### src/rtl/wft_ram.sv
// Generic single-write, single-read RAM with a registered read port.
`default_nettype none
module wft_ram #(
	parameter int WIDTH = 8,
	parameter int DEPTH = 16
) (
	input  wire logic                                    clk,
	input  wire logic                                    we,
	input  wire logic [(DEPTH > 1 ? $clog2(DEPTH) : 1)-1:0] waddr,
	input  wire logic [WIDTH-1:0]                        wdata,
	input  wire logic                                    re,
	input  wire logic [(DEPTH > 1 ? $clog2(DEPTH) : 1)-1:0] raddr,
	output logic [WIDTH-1:0]                             rdata
);
	logic [WIDTH-1:0] mem_q [DEPTH];

	always_ff @(posedge clk) begin
		if (we) begin
			mem_q[waddr] <= wdata;
		end
		if (re) begin
			rdata <= mem_q[raddr];
		end
	end
endmodule
`default_nettype wire

### config.mk
export PLATFORM = sky130hd
export DESIGN_NAME = wft_ram
export DESIGN_NICKNAME = d
export VERILOG_FILES = /design/src/rtl/wft_ram.sv
export SDC_FILE = /design/constraint.sdc
export NUM_CORES = 1
export LEC_CHECK = 0
export BUFFER_PORTS_ARGS = -buffer_cell sky130_fd_sc_hd__buf_2
export CAP_MARGIN = 20
export CORE_ASPECT_RATIO = 1.5
export CORE_MARGIN = 4
export CORE_UTILIZATION = 30
export CTS_CLUSTER_SIZE = 25
export DETAILED_ROUTE_END_ITERATION = 16
export PLACE_DENSITY = 0.47
export SLEW_MARGIN = 10
export SYNTH_ARGS = -nofsm -noshare
export SYNTH_HDL_FRONTEND = slang
export SYNTH_SLANG_ARGS = --single-unit
export TNS_END_PERCENT = 100
### constraint.sdc
create_clock -name clk -period 3.4 [get_ports clk]
set_input_delay 0 -clock clk [delete_from_list [all_inputs] [get_ports clk]]
set_output_delay 0 -clock clk [all_outputs]
set_load 0.02 [all_outputs]
# Word-level counts from Yosys, hierarchy flattened
# Memory sizes are Yosys's and may differ from the RTL's. A register that Yosys moved wholly into a read port is not among the register bits.
# Cells that the tools add are included.
word_totals:
  reg_bits: 0
  mem_bits_rw: 128
  input_bits: 19
  memories: 1
mem_list:
  columns: ["memory", "words", "width", "rd", "rd_clocked_by_memory_dff", "write_ports", "line_no", "rtl"]
  rows:
  - ["mem_q", 16, 8, 1, 1, 1, "15", "logic [WIDTH-1:0] mem_q [DEPTH];"]
classes:
  n_mux: 2
op_table:
  columns: ["cell", "count"]
  rows:
  - ["1-bit 2-to-1 mux", 2]

# Longest topological paths before layout
# Gate-level depths: netlist of run 1.
logic_depth:
  ltp_word: 2
  ltp_mapped: 5
  ltp_nobuf: 3

# Least setup slack after synthesis of run 1
# OpenSTA, ideal clock, no wires.
synth_path:
  kind: "input -> register"
  start: "input port waddr[2] in the netlist's numbering"
  end: "memory mem_q[0][0] (enable)"
  arrival_ns: 1.110
  t_required_ns: 3.017
  path_slack_ns: 1.907
  cell_stages: 2
  n_path_buf: 0
  cell_sequence: "or3b_2 -> nor3_1"
synth_rtl:
  columns: ["item", "line_no", "rtl"]
  rows:
  - ["from (decl)", "9", "input wire logic [(DEPTH > 1 ? $clog2(DEPTH) : 1)-1:0] waddr,"]
  - ["to (decl)", "15", null]
# No word-level cell before the write port.

==> reports/qor.csv, run 1 <==
metric,value,unit
endpoint type of the worst setup path,flop,
Worst Path Buf+Inv,2,
first-pass detailed-route iteration total,4,
Hold Path Class,in2reg,
CTS Buffer Depth,2,
DR WL/cell,21.8,um
grt ovf,0,
RSZ-0062 raised after global routing,false,
routability cong.,0.690,
Iter 0 DRT Violations,154,
All-Layer GR Usage,11.9,%
Port Buffer Count,26,
worst r2r path cells,3,
Pwr Total,3.78,mW
post-synthesis cell type count,18,
footprint of the multi-input gates,0.00106,mm^2
core area,0.0170,mm^2
syn avg cell area,22.8,um^2
Avg Vias per Cell,4.81,
Tmin final,1.50,ns
crit start category,primary input,
share of cells above drive strength 1,26.5,%
CTS root buffer,clkbuf_16,
Critical Path Start,raddr[0],
Initial Utilization,30.8,%
crit-path max cell delay,0.62,ns
Synth async-reset ratio,0,%
"Seq/Total Area, Yosys",78.1,%
Peak VDD IR,0.000321,V
pin count of the biggest net entering global routing,33,
number of gates resized after cts,0,
Flop pwr share,50.2,%
Boundary Pins,27,
commonest cells in the netlist,"edfxtp_1 (136), mux4_2 (18), a22oi_1 (16)",
Routed Antenna Nets,0,
status,"complete, no violations",
power share of the clock group,44.9,%
htree depth,4,
Max transition margin,27.7,%
row count,58,
"count leader, synth",edfxtp_1,
clk_lat worst skew,0.40,ns
Final Max Slew Viols,0,
Final setup viols,0,
sw power,752,uW
Syn Inst Count,229,
number of synthesized register bits,136,
final net count,299,
Worst R2R Start,mem_q[1][3],
number of global-route vias before repair,2641,
"Clk pin slew, worst setup/hold paths",0.06,ns
hold path start,waddr[0],
first-pass GRT wire length,16400,um
pwr/cell area,608,mW/mm^2
post-CTS setup buffers,0,
die span in y,170,um
Final Cycle Share,44.2,%
Clock Sinks,136,
Synth top area share,78.1,%
HPWL after DPL,7340,um
"Hold Violations, Final",0,
Max Cap Viol,0,
Synth area leader,edfxtp_1,
Post-synth top flop,edfxtp_1,
routed wire length,10900,um
CP Cell Sequence,buf_2 -> buf_4 -> mux4_1 -> a22oi_1 -> nand2_1,
initial antenna violation count,0,
setup slack after layout,1.90,ns
pre-CTS setup slack,1.43,ns
Top Family by Delay on Critical Path,buffers and inverters,
"Area growth, synth to finish",19.0,%
Worst path slowest cell,mux4_1,
Critical Path Fanout Max,12,
Layout Skew,0.00652,ns
Lkg Pwr,2.05,nW
Max Freq,0.666,GHz
worst path arrival time,1.66,ns
worst-margin pin slew,1.08,ns
CTS buffer count,17,
Setup TNS,0,ns
die span in x,116,um
FILL cells,1576,
internal power,3.03,mW
Worst Path Required,3.56,ns
Switching Share,19.9,%
CTS tree,yes,
Seq. cell area,0.00408,mm^2
Antenna Cells,0,
R2R Setup Slk,1.91,ns
"EDFF count, synth",136,
end of the worst hold path,mem_q[4][7],
RR Endpoint,rdata[3],
kind of critical path,in2reg,
via count,2409,
Mapped Nets,248,
synthesized area,0.00523,mm^2
synth top area cells,"edfxtp_1 (78%), mux4_2 (7.8%), mux4_1 (7.0%)",
synth warn,0,
combinational share of power,4.9,%
Remaining DRCs,0,
Die Area,0.0196,mm^2
WHS Path Cells,2,
==> worst max path at each step <==
stage                       end  slack [ns]  depth (start not counted)
detailed placement     rdata[0]        1.43                          5
global placement       rdata[3]        1.42                          5
global route           rdata[3]        1.74                          5
finish                 rdata[3]        1.90                          5
floorplan           mem_q[0][0]        1.91                          2
CTS                    rdata[0]        1.86                          5
==> layer usage <==
layer	vias up	global-route usage [%]	wire length (um)
met2	68	20.4	5840
met3	11	2.53	387
met1	1250	14.3	4510
li1	1080	-	-
met5	-	0	0
met4	0	5.15	186
==> per-stage QoR <==
| stage | utilization, % | hold slack [ns] | std cells | cell area (um^2) |
|---|---|---|---|---|
| 2_1_floorplan | - | 0.0989 | 229 | 5230 |
| 3_3_place_gp | 32.9 | 0.372 | 461 | 5580 |
| 3_5_place_dp | 32.9 | 0.373 | 462 | 5590 |
| 4_1_cts | 36.6 | 0.0399 | 501 | 6220 |
| 5_1_grt | 36.6 | 0.0606 | 501 | 6220 |
| 6_report | 36.6 | 0.0460 | 501 | 6220 |
==> flip-flops by register name (all words and copies together) (netlist names) <==
register and flops:
rdata 8, mem_q 128
==> repair_timing <==
action,in CTS,in global routing
hold buffers,9,0
endpoints found under the setup margin,0,0
hold endpoints to repair,125,0
==> cell type report <==
cell class | count | area share [%]
multi-input combinational | 83 | 17.0
clock buffer | 21 | 7.08
tap | 210 | 4.22
sequential | 136 | 65.6
clock inverter | 9 | 1.67
timing repair buffer | 42 | 4.38
==> power groups by stage <==
stage          clock, mW  combinational, mW  sequential (mW)
2_1_floorplan          0             0.0953             1.94
3_3_place_gp           0              0.178             1.93
3_5_place_dp           0              0.181             1.93
4_1_cts             1.73              0.189             1.90
5_1_grt             1.81              0.202             1.90
6_report            1.70              0.185             1.90
==> cell usage in the layout, fill, tap and decap left out, drive strengths merged <==
master / Yosys / final
dlygate4sd3: 0 / 9
nand2: 9 / 9
clkbuf: 0 / 21
nor2: 13 / 13
nand3: 1 / 1
nor2b: 1 / 1
buf: 7 / 33
nor3: 4 / 4
nand3b: 2 / 2
mux4: 32 / 32
and2: 1 / 1
clkinv: 0 / 6
bufinv: 0 / 2
clkinvlp: 0 / 1
nand2b: 2 / 2
and2b: 1 / 1
edfxtp: 136 / 136
a22oi: 16 / 16
or3b: 1 / 1
==> kinds of logic (layout without fill, tap and decap cells) <==
group | count (synthesis) | in the layout | share of synthesized area (%)
AOI/OAI and AO/OA | 16 | 16 | 2.30
buffers and inverters | 10 | 72 | 1.65
DFF | 136 | 136 | 78.1
muxes | 32 | 32 | 14.8
and+or+nand+nor | 35 | 35 | 3.14
No activity file was read; power rests on OpenSTA's default activity.
==> run 2: changes to the inputs <==
- PLACE_DENSITY: 0.47 -> 0.48
- clock period: 3.4 -> 1.3 ns (I/O delays scaled with it)
==> run 2 against run 1 <==
The flow now finishes with violations (setup timing). Power increased to 2.6 times the previous value. First-iteration DRC count fell by 14%. Critical endpoint is now rdata[6]. Final area increased by 3.4%. Clock skew about the same. Die area is the same. Utilization is 1.3 points higher. Routed wire length decreased by 1.7%. Hold slack improved by 0.12 ns. Largest cell class unchanged. Worst setup slack got worse by 2.0 ns. Flip-flop and latch count stayed put. Register-to-register slack lost 2.0 ns. Via count rose by 4.6%.
==> reports/qor.csv, run 2 (synthesis gave the netlist of run 1 again) <==
metric,value,unit
status,"finished, violations left",
failing checks,setup timing,
kind of critical path,reg2reg,
Clock Sinks,136,
combinational share of power,5.5,%
Top reg by flops,mem_q,
Layout Skew,0.00655,ns
clk_lat worst skew,0.40,ns
R2R Setup Slk,-0.12,ns
initial antenna violation count,0,
Die Area,0.0196,mm^2
first-pass detailed-route iteration total,4,
Max Freq,0.706,GHz
Critical Path Fanout Max,1,
crit start category,flop,
core area,0.0170,mm^2
RR Endpoint,rdata[6],
worst r2r path cells,3,
Boundary Pins,27,
htree depth,4,
share of cells above drive strength 1,39.4,%
endpoint type of the worst setup path,flop,
Flop pwr share,50.5,%
CTS Buffer Depth,2,
worst path arrival time,1.56,ns
Max transition margin,38.4,%
Post-Layout Inst Area,0.00643,mm^2
power share of the clock group,44.0,%
DR WL/cell,20.4,um
Final Max Slew Viols,0,
number of global-route vias before repair,2783,
Seq. cell area,0.00408,mm^2
Largest register FFs,128,
Largest regs,"mem_q (128), rdata (8)",
Tmin final,1.42,ns
die span in x,116,um
"commonest non-fill, non-tap cell in the layout",edfxtp_1,
WHS Path Cells,3,
Setup crit end,rdata[6],
Peak VDD IR,0.000649,V
"Clk pin slew, worst setup/hold paths",0.06,ns
die span in y,170,um
Worst R2R Start,mem_q[2][6],
Antenna Cells,0,
first-pass GRT wire length,16700,um
Routed Antenna Nets,0,
area post-placement,0.00581,mm^2
Final Cycle Share,109,%
Switching Share,20.8,%
pin count of the biggest net entering global routing,24,
"Area growth, synth to finish",23.1,%
Port Buffer Count,26,
Critical Path Start,mem_q[2][6],
sw power,2.05,mW
CTS tree,yes,
routability cong.,0.681,
Initial Utilization,30.8,%
Max Cap Viol,0,
most frequent cells in the layout,"edfxtp_1 (136), mux4_2 (29), buf_4 (28)",
"Core Util, Final",37.9,%
pwr/cell area,1530,mW/mm^2
"Hold Violations, Final",0,
Lkg Pwr,2.14,nW
RSZ-0062 raised after global routing,true,
Worst Path Required,1.44,ns
routed wire length,10700,um
worst-margin pin slew,0.920,ns
via count,2521,
Iter 0 DRT Violations,132,
Pwr Total,9.84,mW
FILL cells,1606,
internal power,7.79,mW
CTS root buffer,clkbuf_16,
Setup TNS,-0.717,ns
CTS buffer count,17,
Avg Vias per Cell,4.78,
Remaining DRCs,0,
row count,58,
All-Layer GR Usage,11.9,%
Hold Path Class,in2reg,
footprint of the multi-input gates,0.00106,mm^2
setup slack after layout,-0.116,ns
final net count,323,
Final setup viols,8,
HPWL after DPL,7360,um
grt ovf,0,
## run 2: power groups by stage
stage,clock network [mW],registers [mW],logic (mW)
floorplan,0,5.08,0.250
global placement,0,5.06,0.504
detailed placement,0,5.06,0.514
CTS,4.42,4.97,0.554
global route,4.65,4.97,0.595
finish,4.33,4.97,0.543
## run 2: worst max-delay path, cell delays in order (launching register included)
cell	delay, ns
edfxtp_1	0.37
mux4_2	0.48
a22oi_2	0.18
nand2_1	0.11
## run 2: area by class of cell
cell class / instances / share of cell area, %
sequential: 136 / 63.5
timing repair buffer: 66 / 7.62
tap: 210 / 4.08
clock buffer: 19 / 6.73
clock inverter: 13 / 1.67
multi-input combinational: 83 / 16.4
## run 2: timing repair
action,in CTS,in global routing
buffers inserted,0,0
endpoints found under the hold margin,133,0
endpoints found under the setup margin,8,8
pin swaps,1,0
hold buffers,9,0
resized for setup,16,2
## run 2: layer usage
layer  GRT usage, %  wire (um)  vias up
met2           20.9       5930       55
li1               -          -     1118
met5              0          0        -
met1           13.8       4290     1337
met4           4.54        177        0
met3           3.07        347       11
## run 2: worst min-delay path by stage
| stage | startpoint | endpoint | slack (ns) |
|---|---|---|---|
| finish | waddr[0] | mem_q[0][6] | 0.17 |
| global route | waddr[0] | mem_q[0][3] | 0.18 |
| CTS | waddr[0] | mem_q[0][6] | 0.15 |
| detailed placement | re | rdata[4] | 0.37 |
| global placement | re | rdata[4] | 0.37 |
| floorplan | wdata[0] | mem_q[0][0] | 0.1 |
## run 2: metrics by stage
step	hold WS [ns]	setup WS [ns]	instances
2_1_floorplan	0.0989	0.00244	229
3_3_place_gp	0.374	-0.251	486
3_5_place_dp	0.369	-0.261	486
4_1_cts	0.153	-0.137	527
5_1_grt	0.182	-0.173	527
6_report	0.171	-0.116	527
