==> src/rtl/wft_pkg.sv <==
// Package with the shared types, constants and character classes of the word frequency table.
`default_nettype none
package wft_pkg;

	localparam int KEY_CHARS = 25;
	localparam int KEY_BITS  = 8 * KEY_CHARS;

	typedef enum logic {
		KIND_BYTE = 1'b0,
		KIND_END  = 1'b1
	} kind_t;

	typedef enum logic [1:0] {
		ST_HIT  = 2'd0,
		ST_NEW  = 2'd1,
		ST_DROP = 2'd2
	} status_t;

	// Control broadcast to every character cell of the token row.
	typedef struct packed {
		logic       clear;
		logic       load;
		logic [7:0] data;
	} cell_ctl_t;

	function automatic logic is_letter(input logic [7:0] c);
		return (c inside {[8'h61:8'h7a]}) || (c inside {[8'h41:8'h5a]});
	endfunction

	function automatic logic is_alnum(input logic [7:0] c);
		return is_letter(c) || (c inside {[8'h30:8'h39]});
	endfunction

	function automatic logic is_space(input logic [7:0] c);
		return (c == 8'h20) || (c inside {[8'h09:8'h0d]});
	endfunction

	// Trailing characters removed once: : ! , . ? ) "
	function automatic logic is_strip(input logic [7:0] c);
		return c inside {8'h3a, 8'h21, 8'h2c, 8'h2e, 8'h3f, 8'h29, 8'h22};
	endfunction

endpackage
`default_nettype wire

==> src/rtl/wft_cell.sv <==
// One character cell of the token row: holds a byte and passes the write pointer on.
`default_nettype none
module wft_cell #(
	parameter bit HEAD = 1'b0
) (
	input  wire logic              clk,
	input  wire logic              arst_n,
	input  wire wft_pkg::cell_ctl_t ctl,
	input  wire logic              ptr_in,
	output logic                   ptr_out,
	output logic [7:0]             char_out
);
	import wft_pkg::*;

	logic       ptr_q;
	logic [7:0] char_q;

	// The pointer marks the cell that takes the next character.
	always_ff @(posedge clk or negedge arst_n) begin
		if (!arst_n) begin
			ptr_q <= HEAD;
		end else if (ctl.clear) begin
			ptr_q <= HEAD;
		end else if (ctl.load) begin
			ptr_q <= ptr_in;
		end
	end

	always_ff @(posedge clk) begin
		if (ctl.load && ptr_q) begin
			char_q <= ctl.data;
		end
	end

	assign ptr_out  = ptr_q;
	assign char_out = char_q;
endmodule
`default_nettype wire

==> config.mk <==
export PLATFORM = sky130hd
export DESIGN_NAME = wft_cell
export DESIGN_NICKNAME = d
export VERILOG_FILES = /design/src/rtl/wft_pkg.sv /design/src/rtl/wft_cell.sv
export SDC_FILE = /design/constraint.sdc
export NUM_CORES = 1
export LEC_CHECK = 0
export CAP_MARGIN = 30
export CORE_AREA = 3 3 40 42
export CTS_CLUSTER_SIZE = 10
export DETAILED_ROUTE_END_ITERATION = 10
export DIE_AREA = 0 0 43 45
export DONT_BUFFER_PORTS = 1
export PLACE_DENSITY = 0.31
export SYNTH_ARGS = -nofsm -noshare
export SYNTH_HDL_FRONTEND = slang
export SYNTH_SLANG_ARGS = --single-unit
==> constraint.sdc <==
create_clock -name clk -period 1.56 [get_ports clk]
set_input_delay 0 -clock clk [delete_from_list [all_inputs] [get_ports clk]]
set_output_delay 0 -clock clk [all_outputs]
set_load 0.02 [all_outputs]
[Word level (Yosys, flattened, before mapping)]
Cells that the tools add are included.
Word-level totals
  bits in registers: 9
Cells by class
  mux-type cells: 2
  reductions and logical operators: 2
Operators by type and width (number)
  $mux W1: 2
  $reduce_bool A2 Y1: 1
  $logic_and A1 B1 Y1: 1

[Longest topological paths before layout]
Gate-level depths: netlist of the first run.
  word-level depth: 2
  depth in mapped cells: 2
  gate-level depth less buffers: 2

[Worst setup path after synthesis of the first run]
OpenSTA, ideal clock, no wires.
  path kind: flip-flop to flip-flop
  start point: register ptr_q, in the netlist ptr_out
  end point: register char_q[0], in the netlist char_out[0] (enable)
  data arrival time: 0.699 ns
  data required time: 1.250 ns
  slack: 0.552 ns
  stages on the path, launching flop included: 2
  clock period less this slack: 1.008 ns
  path through: dfrtp_1 -> and2_2
On the way
  cells in the longest elaborated chain, start to end: 1
RTL lines
  start: declaration: line wft_cell.sv:15  | logic ptr_q;
  start signal: assignment: line wft_cell.sv:25  | ptr_q <= ptr_in;
  $logic_and A1 B1 Y1: line wft_cell.sv:30  | if (ctl.load && ptr_q) begin
  end signal: assignment: line wft_cell.sv:31  | char_q <= ctl.data;
  end: declaration: line wft_cell.sv:16  | logic [7:0] char_q;
Every way passes these cells.
A chain may end at the register's enable or synchronous reset.

==> reports/metrics.cfg, run 1 <==
[status]
status=finished, final reports clean

[worst_setup_path]
crit_family=buffers and inverters
arrival_ps=1470
worst-path-buf-inv=1
worst_ep_required_time_ps=1700
crit_chain=mux2i_1 > nor2_1 > dlygate4sd3_1
start_kind=flip-flop
end_kind=flip-flop
rrSetupSlack_ps=230
critPathMaxStageDelay_ps=540
slowest_stage=dlygate4sd3_1
criticalPathCategory=reg2reg
r2r_cells=3
worstPathMaxFanout=3
regToRegEndpoint=ptr_out
timing.rr.start=ptr_out
cp-startpoint=ptr_out

[logic_synthesis]
synthTopCellsByArea=edfxtp_1 (84%), dfrtp_1 (8.7%), mux2i_1 (3.5%), and2_2 (2.6%), nor2_1 (1.3%)
synth_top_cell_by_area=edfxtp_1
synth-simple-area-share_pct=3.93
synthMuxAreaShare_pct=3.49
netlist.area_leader.share_pct=83.8
synth_area_per_cell_um2=23.9
synth_top_flop_cell=edfxtp_1
synth_xor_area_share_pct=0
synth_edf_count=8
synth_top_family_by_area=simple AND/OR/NAND/NOR gates
synthArstFlopShare_pct=11.1
synth_cell_types=5
synth_seq_area_share_pct=92.6
netlist_area_um2=287
synth_cells=12
synth_most_common_cell=edfxtp_1
ys_ff_latch=9
synth-compound-area-share_pct=0
synthesis.nets=25
ys_warn_count=0
synth-adder-area-share_pct=0
synth_common_cells=edfxtp_1 (8), and2_2 (1), dfrtp_1 (1), mux2i_1 (1), nor2_1 (1)

[pwr]
power.leakage_nw=0.165
total_power_w=0.000488
vdd_drop_max_v=0.000401
p_per_area_nw_per_um2=1080

[min_path]
min_delay_worst_endpoint=char_out[1]
min_path_cells=1
hold_start=ctl[8]
hold_path_class=in2reg

[global_routing]
grt-busiest-layer=met2
grt_util_met3_pct=5.58
antenna_found_initial=0
track_usage_pct=5.91
grt_max_degree=9
grt_pass1_vias=193
use_met2_pct=8.98
grt_pass1_wl_um=717
use_met1_pct=4.27
grt.overflow.total=0

[clock_tree]
cts_resized=0
cts-buffers-inserted=3
cts_buffer_depth=2
cts_tree=built
postCtsSetupRepairBufs=0
insertion_delay_ps=260
hold_buffers=12
cts-htree-levels=1
path_clk_slew_ps=60
cts-root-buf=clkbuf_4
cts_sinks=9

[final_layout]
antenna_cells=0
area_growth_pct=57.6
nets=42
drive_gt1_share_pct=14.3

[drt]
drc_errors=0
viasPerCell=3.93
wl_um=529
avgRoutedWirePerCell_um=12.3
first_pass_iters=1
ant_nets=0
drt_iter0_drc=0
num_vias=169

[sta]
final.setup.tns_ps=0
fmax_ghz=0.751
fin_crit_sh_pct=85.3
relSlewSlack_pct=83.3
setup_viol=0
setup_ws_ps=229
worst_pin_slew_ps=250
hold_viol=0
rsz0062_at_grt=no
slew_violations=0
skew_ps=7.55
period_minus_slack_ps=1330

[run]
max_cap_viol_count=0

[placement]
pre_cts_ws_ps=483
gp_congestion=0.512
port_buffers=0

[die]
core_um2=1280
die_area_um2=1940
row_count=13
die_w_um=43
chipHeight_um=45
initial_core_util_pct=22.3
num_io_pins=22

==> layout by cell type (no fill, tap or decap) <==
| master | n |
|---|---|
| dlygate4sd3_1 | 12 |
| edfxtp_1 | 8 |
| clkbuf_4 | 3 |
| mux2i_1 | 1 |
| nor2_1 | 1 |
| and2_2 | 1 |
| clkbuf_1 | 1 |
| dfrtp_1 | 1 |
==> flip-flops by register name (all words and copies together) (netlist names) <==
signal	flops
char_out	8
ptr_out	1
==> how the worst max path moves through the flow <==
stage,to,cells after the start
finish,ptr_out,3
global route,ptr_out,3
CTS,ptr_out,3
detailed placement,char_out[6],1
global placement,char_out[5],1
floorplan,char_out[0],1
==> layer usage <==
metal	share of wire, %	vias to the layer above	wire length, um
li1	-	76	-
met1	36	80	188
met2	55	13	290
met3	9.6	0	51
met4	0	0	0
met5	0	-	0
==> through the flow <==
| step | cells | area (um^2) | hold WS [ps] | util, % |
|---|---|---|---|---|
| 5_1_grt | 43 | 452 | 151 | 35.2 |
| 3_5_place_dp | 27 | 305 | -296 | 23.8 |
| 2_1_floorplan | 12 | 287 | -296 | - |
| 4_1_cts | 43 | 452 | 138 | 35.2 |
| 3_3_place_gp | 27 | 305 | -296 | 23.8 |
| 6_report | 43 | 452 | 137 | 35.2 |
==> cell families (layout without fill, tap and decap cells) <==
| kind of cell | count (synthesis) | in the layout |
|---|---|---|
| buffers and inverters | 0 | 16 |
| DFF | 9 | 9 |
| muxes | 1 | 1 |
| and+or+nand+nor | 2 | 2 |
==> power breakdown <==
| part | switching (W) | internal, W | leakage, nW | total (W) |
|---|---|---|---|---|
| Clock | 0.0000785 | 0.0000983 | 0.0150 | 0.000177 |
| Combinational | 0.00000734 | 0.0000222 | 0.0634 | 0.0000296 |
| Sequential | 0.0000111 | 0.000271 | 0.0862 | 0.000282 |
| Total | 0.0000969 | 0.000391 | 0.165 | 0.000488 |
==> final cells by class <==
| class | count | area [um^2] |
|---|---|---|
| Fill cell | 128 | 833 |
| Sequential cell | 9 | 265 |
| Timing Repair Buffer | 12 | 120 |
| Clock buffer | 4 | 26.3 |
| Multi-Input combinational cell | 3 | 21.3 |
| Tap cell | 15 | 18.8 |
Power figures use the tool's default switching activity.
==> run 2, diff against run 1 <==
BUFFER_PORTS_ARGS = -buffer_cell sky130_fd_sc_hd__buf_2   (was default)
DONT_BUFFER_PORTS = default   (was 1)
PLACE_DENSITY = 0.45   (was 0.31)
==> run 2 against run 1 <==
Against the previous run:
- non-clock buffer count grew 20
- setup slack gained 100 ps
- global-route usage grew 1.4 points
- clock-buffer cell count is the same
- critical path depth is the same
- critical endpoint unchanged
==> reports/metrics.cfg, run 2 (synthesized netlist as in run 1, its figures left out) <==
[status]
status=finished, final reports clean

[worst_setup_path]
r2r_cells=3  ; unchanged
worstPathMaxFanout=3  ; unchanged
cp-startpoint=ptr_out
rrSetupSlack_ps=330  ; +100 ps
timing.rr.start=ptr_out
criticalPathCategory=reg2reg
start_kind=flip-flop
arrival_ps=1360  ; -110 ps
worst_ep_required_time_ps=1690  ; about the same
regToRegEndpoint=ptr_out
cp-endpoint=ptr_out
end_kind=flip-flop

[sta]
rsz0062_at_grt=no
setup_ws_ps=330  ; +101 ps
relSlewSlack_pct=88.5  ; +5.2 points
skew_ps=1.88  ; -5.67 ps
worst_pin_slew_ps=172  ; -78.3 ps
hold_viol=0  ; unchanged
period_minus_slack_ps=1230  ; -101 ps
final.setup.tns_ps=0  ; unchanged
slew_violations=0  ; unchanged
fin_crit_sh_pct=78.8  ; -6.5 points
fmax_ghz=0.813  ; +8.2%
setup_viol=0  ; unchanged

[final_layout]
layout_commonest_cell=buf_2
mostFrequentLayoutCells=buf_2 (21), dlygate4sd3_1 (11), edfxtp_1 (8)
final_util_pct=42.6  ; +7.4 points
drive_gt1_share_pct=52.1  ; +38 points
area_growth_pct=90.8
largest_reg_flops=8  ; unchanged
nFillCells=129  ; +0.78%
layout.cells.non_filler=63  ; +47%
antenna_cells=0  ; unchanged
nets=62  ; +48%

[run]
max_cap_viol_count=0  ; unchanged

[pwr]
switching_share_pct=18.0  ; -1.8 points
p_switching_w=0.0000886  ; -8.5%
p_per_area_nw_per_um2=899  ; -17%
vdd_drop_max_v=0.000477  ; +19%
intPower_w=0.000403  ; +3.0%
seqPwrFrac_pct=55.5  ; -2.2 points
clkPwrFrac_pct=33.0  ; -3.2 points
comb_power_share_pct=11.5  ; +5.4 points
power.leakage_nw=0.244  ; +48%

[global_routing]
grt_pass1_vias=220  ; +14%
grt_max_degree=9  ; unchanged
grt_pass1_wl_um=952  ; +33%
antenna_found_initial=0  ; unchanged
track_usage_pct=7.36  ; +1.4 points
grt.overflow.total=0  ; unchanged

[clock_tree]
cts_tree=built
cts_resized=0  ; unchanged
cts-buffers-inserted=3  ; unchanged
insertion_delay_ps=240  ; -20 ps
postCtsSetupRepairBufs=0  ; unchanged
cts-htree-levels=1  ; unchanged
cts_sinks=9  ; unchanged
path_clk_slew_ps=50  ; about the same
cts_buffer_depth=2  ; unchanged
cts-root-buf=clkbuf_4

[placement]
port_buffers=21  ; +21
place_inst=48  ; +78%
pre_cts_ws_ps=660  ; +177 ps
gp_congestion=0.667  ; +30%

[die]
die_w_um=43  ; unchanged
row_count=13  ; unchanged
chipHeight_um=45  ; unchanged
initial_core_util_pct=22.3  ; unchanged
die_area_um2=1940  ; unchanged
num_io_pins=22  ; unchanged
core_um2=1280  ; unchanged

[drt]
avgRoutedWirePerCell_um=9.51  ; -23%
drt_iter0_drc=3  ; +3
viasPerCell=3.56  ; -9.5%
first_pass_iters=2  ; +1
drc_errors=0  ; unchanged
num_vias=224  ; +33%
wl_um=599  ; +13%
ant_nets=0  ; unchanged

[min_path]
hold_path_class=in2async

==> run 2: changes by cell type in the layout (fill, tap and decap cells not counted) <==
cell / change
buf_2: +21
dlygate4sd3_1: -1
==> run 2: layer usage <==
layer	share of wire, %	GRT usage (%)	wire [um]
met2	41	10.5	246
met1	39	7.58	236
met3	19	5.18	116
met4	0	5.42	0
met5	0	0	0
==> run 2: layout make-up <==
cell class | instances | area [um^2] | area share (%)
Tap cell | 15 | 18.8 | 3.43
Multi-Input combinational cell | 3 | 21.3 | 3.89
Clock buffer | 4 | 26.3 | 4.81
Timing Repair Buffer | 32 | 215 | 39.4
Sequential cell | 9 | 265 | 48.5
==> run 2: metrics by stage <==
step	hold WS, ps	area, um^2	total power, W
after floorplan	-296	287	0.000291
after CTS	32.2	547	0.000506
final	61.8	547	0.000492
after global routing	72.8	547	0.000523
after detailed placement	-222	410	0.000314
after global placement	-225	410	0.000312
==> run 2: critical path, cell delays in order, from the launching register on <==
cell and delay, ps:
dfrtp_1 380, mux2i_1 120, nor2_1 50, dlygate4sd3_1 550
==> run 2: power groups by stage <==
stage | clock network, W | registers, W | logic, W
final | 0.000162 | 0.000273 | 0.0000566
after global routing | 0.000188 | 0.000273 | 0.0000619
after CTS | 0.000176 | 0.000273 | 0.0000573
after detailed placement | 0 | 0.000278 | 0.0000360
after global placement | 0 | 0.000277 | 0.0000350
after floorplan | 0 | 0.000286 | 0.00000495
==> run 2: worst min path at each step <==
| stage | endpoint | startpoint | cells after the start |
|---|---|---|---|
| after floorplan | ptr_out | arst_n | 0 |
| after global placement | ptr_out | arst_n | 1 |
| after detailed placement | ptr_out | arst_n | 1 |
| after CTS | ptr_out | arst_n | 2 |
| after global routing | ptr_out | arst_n | 2 |
| final | ptr_out | arst_n | 2 |
==> run 2: repair_timing <==
item                                    CTS  global route
endpoints found under the hold margin    10             0
hold buffers                             11             0
endpoints found under the setup margin    0             0
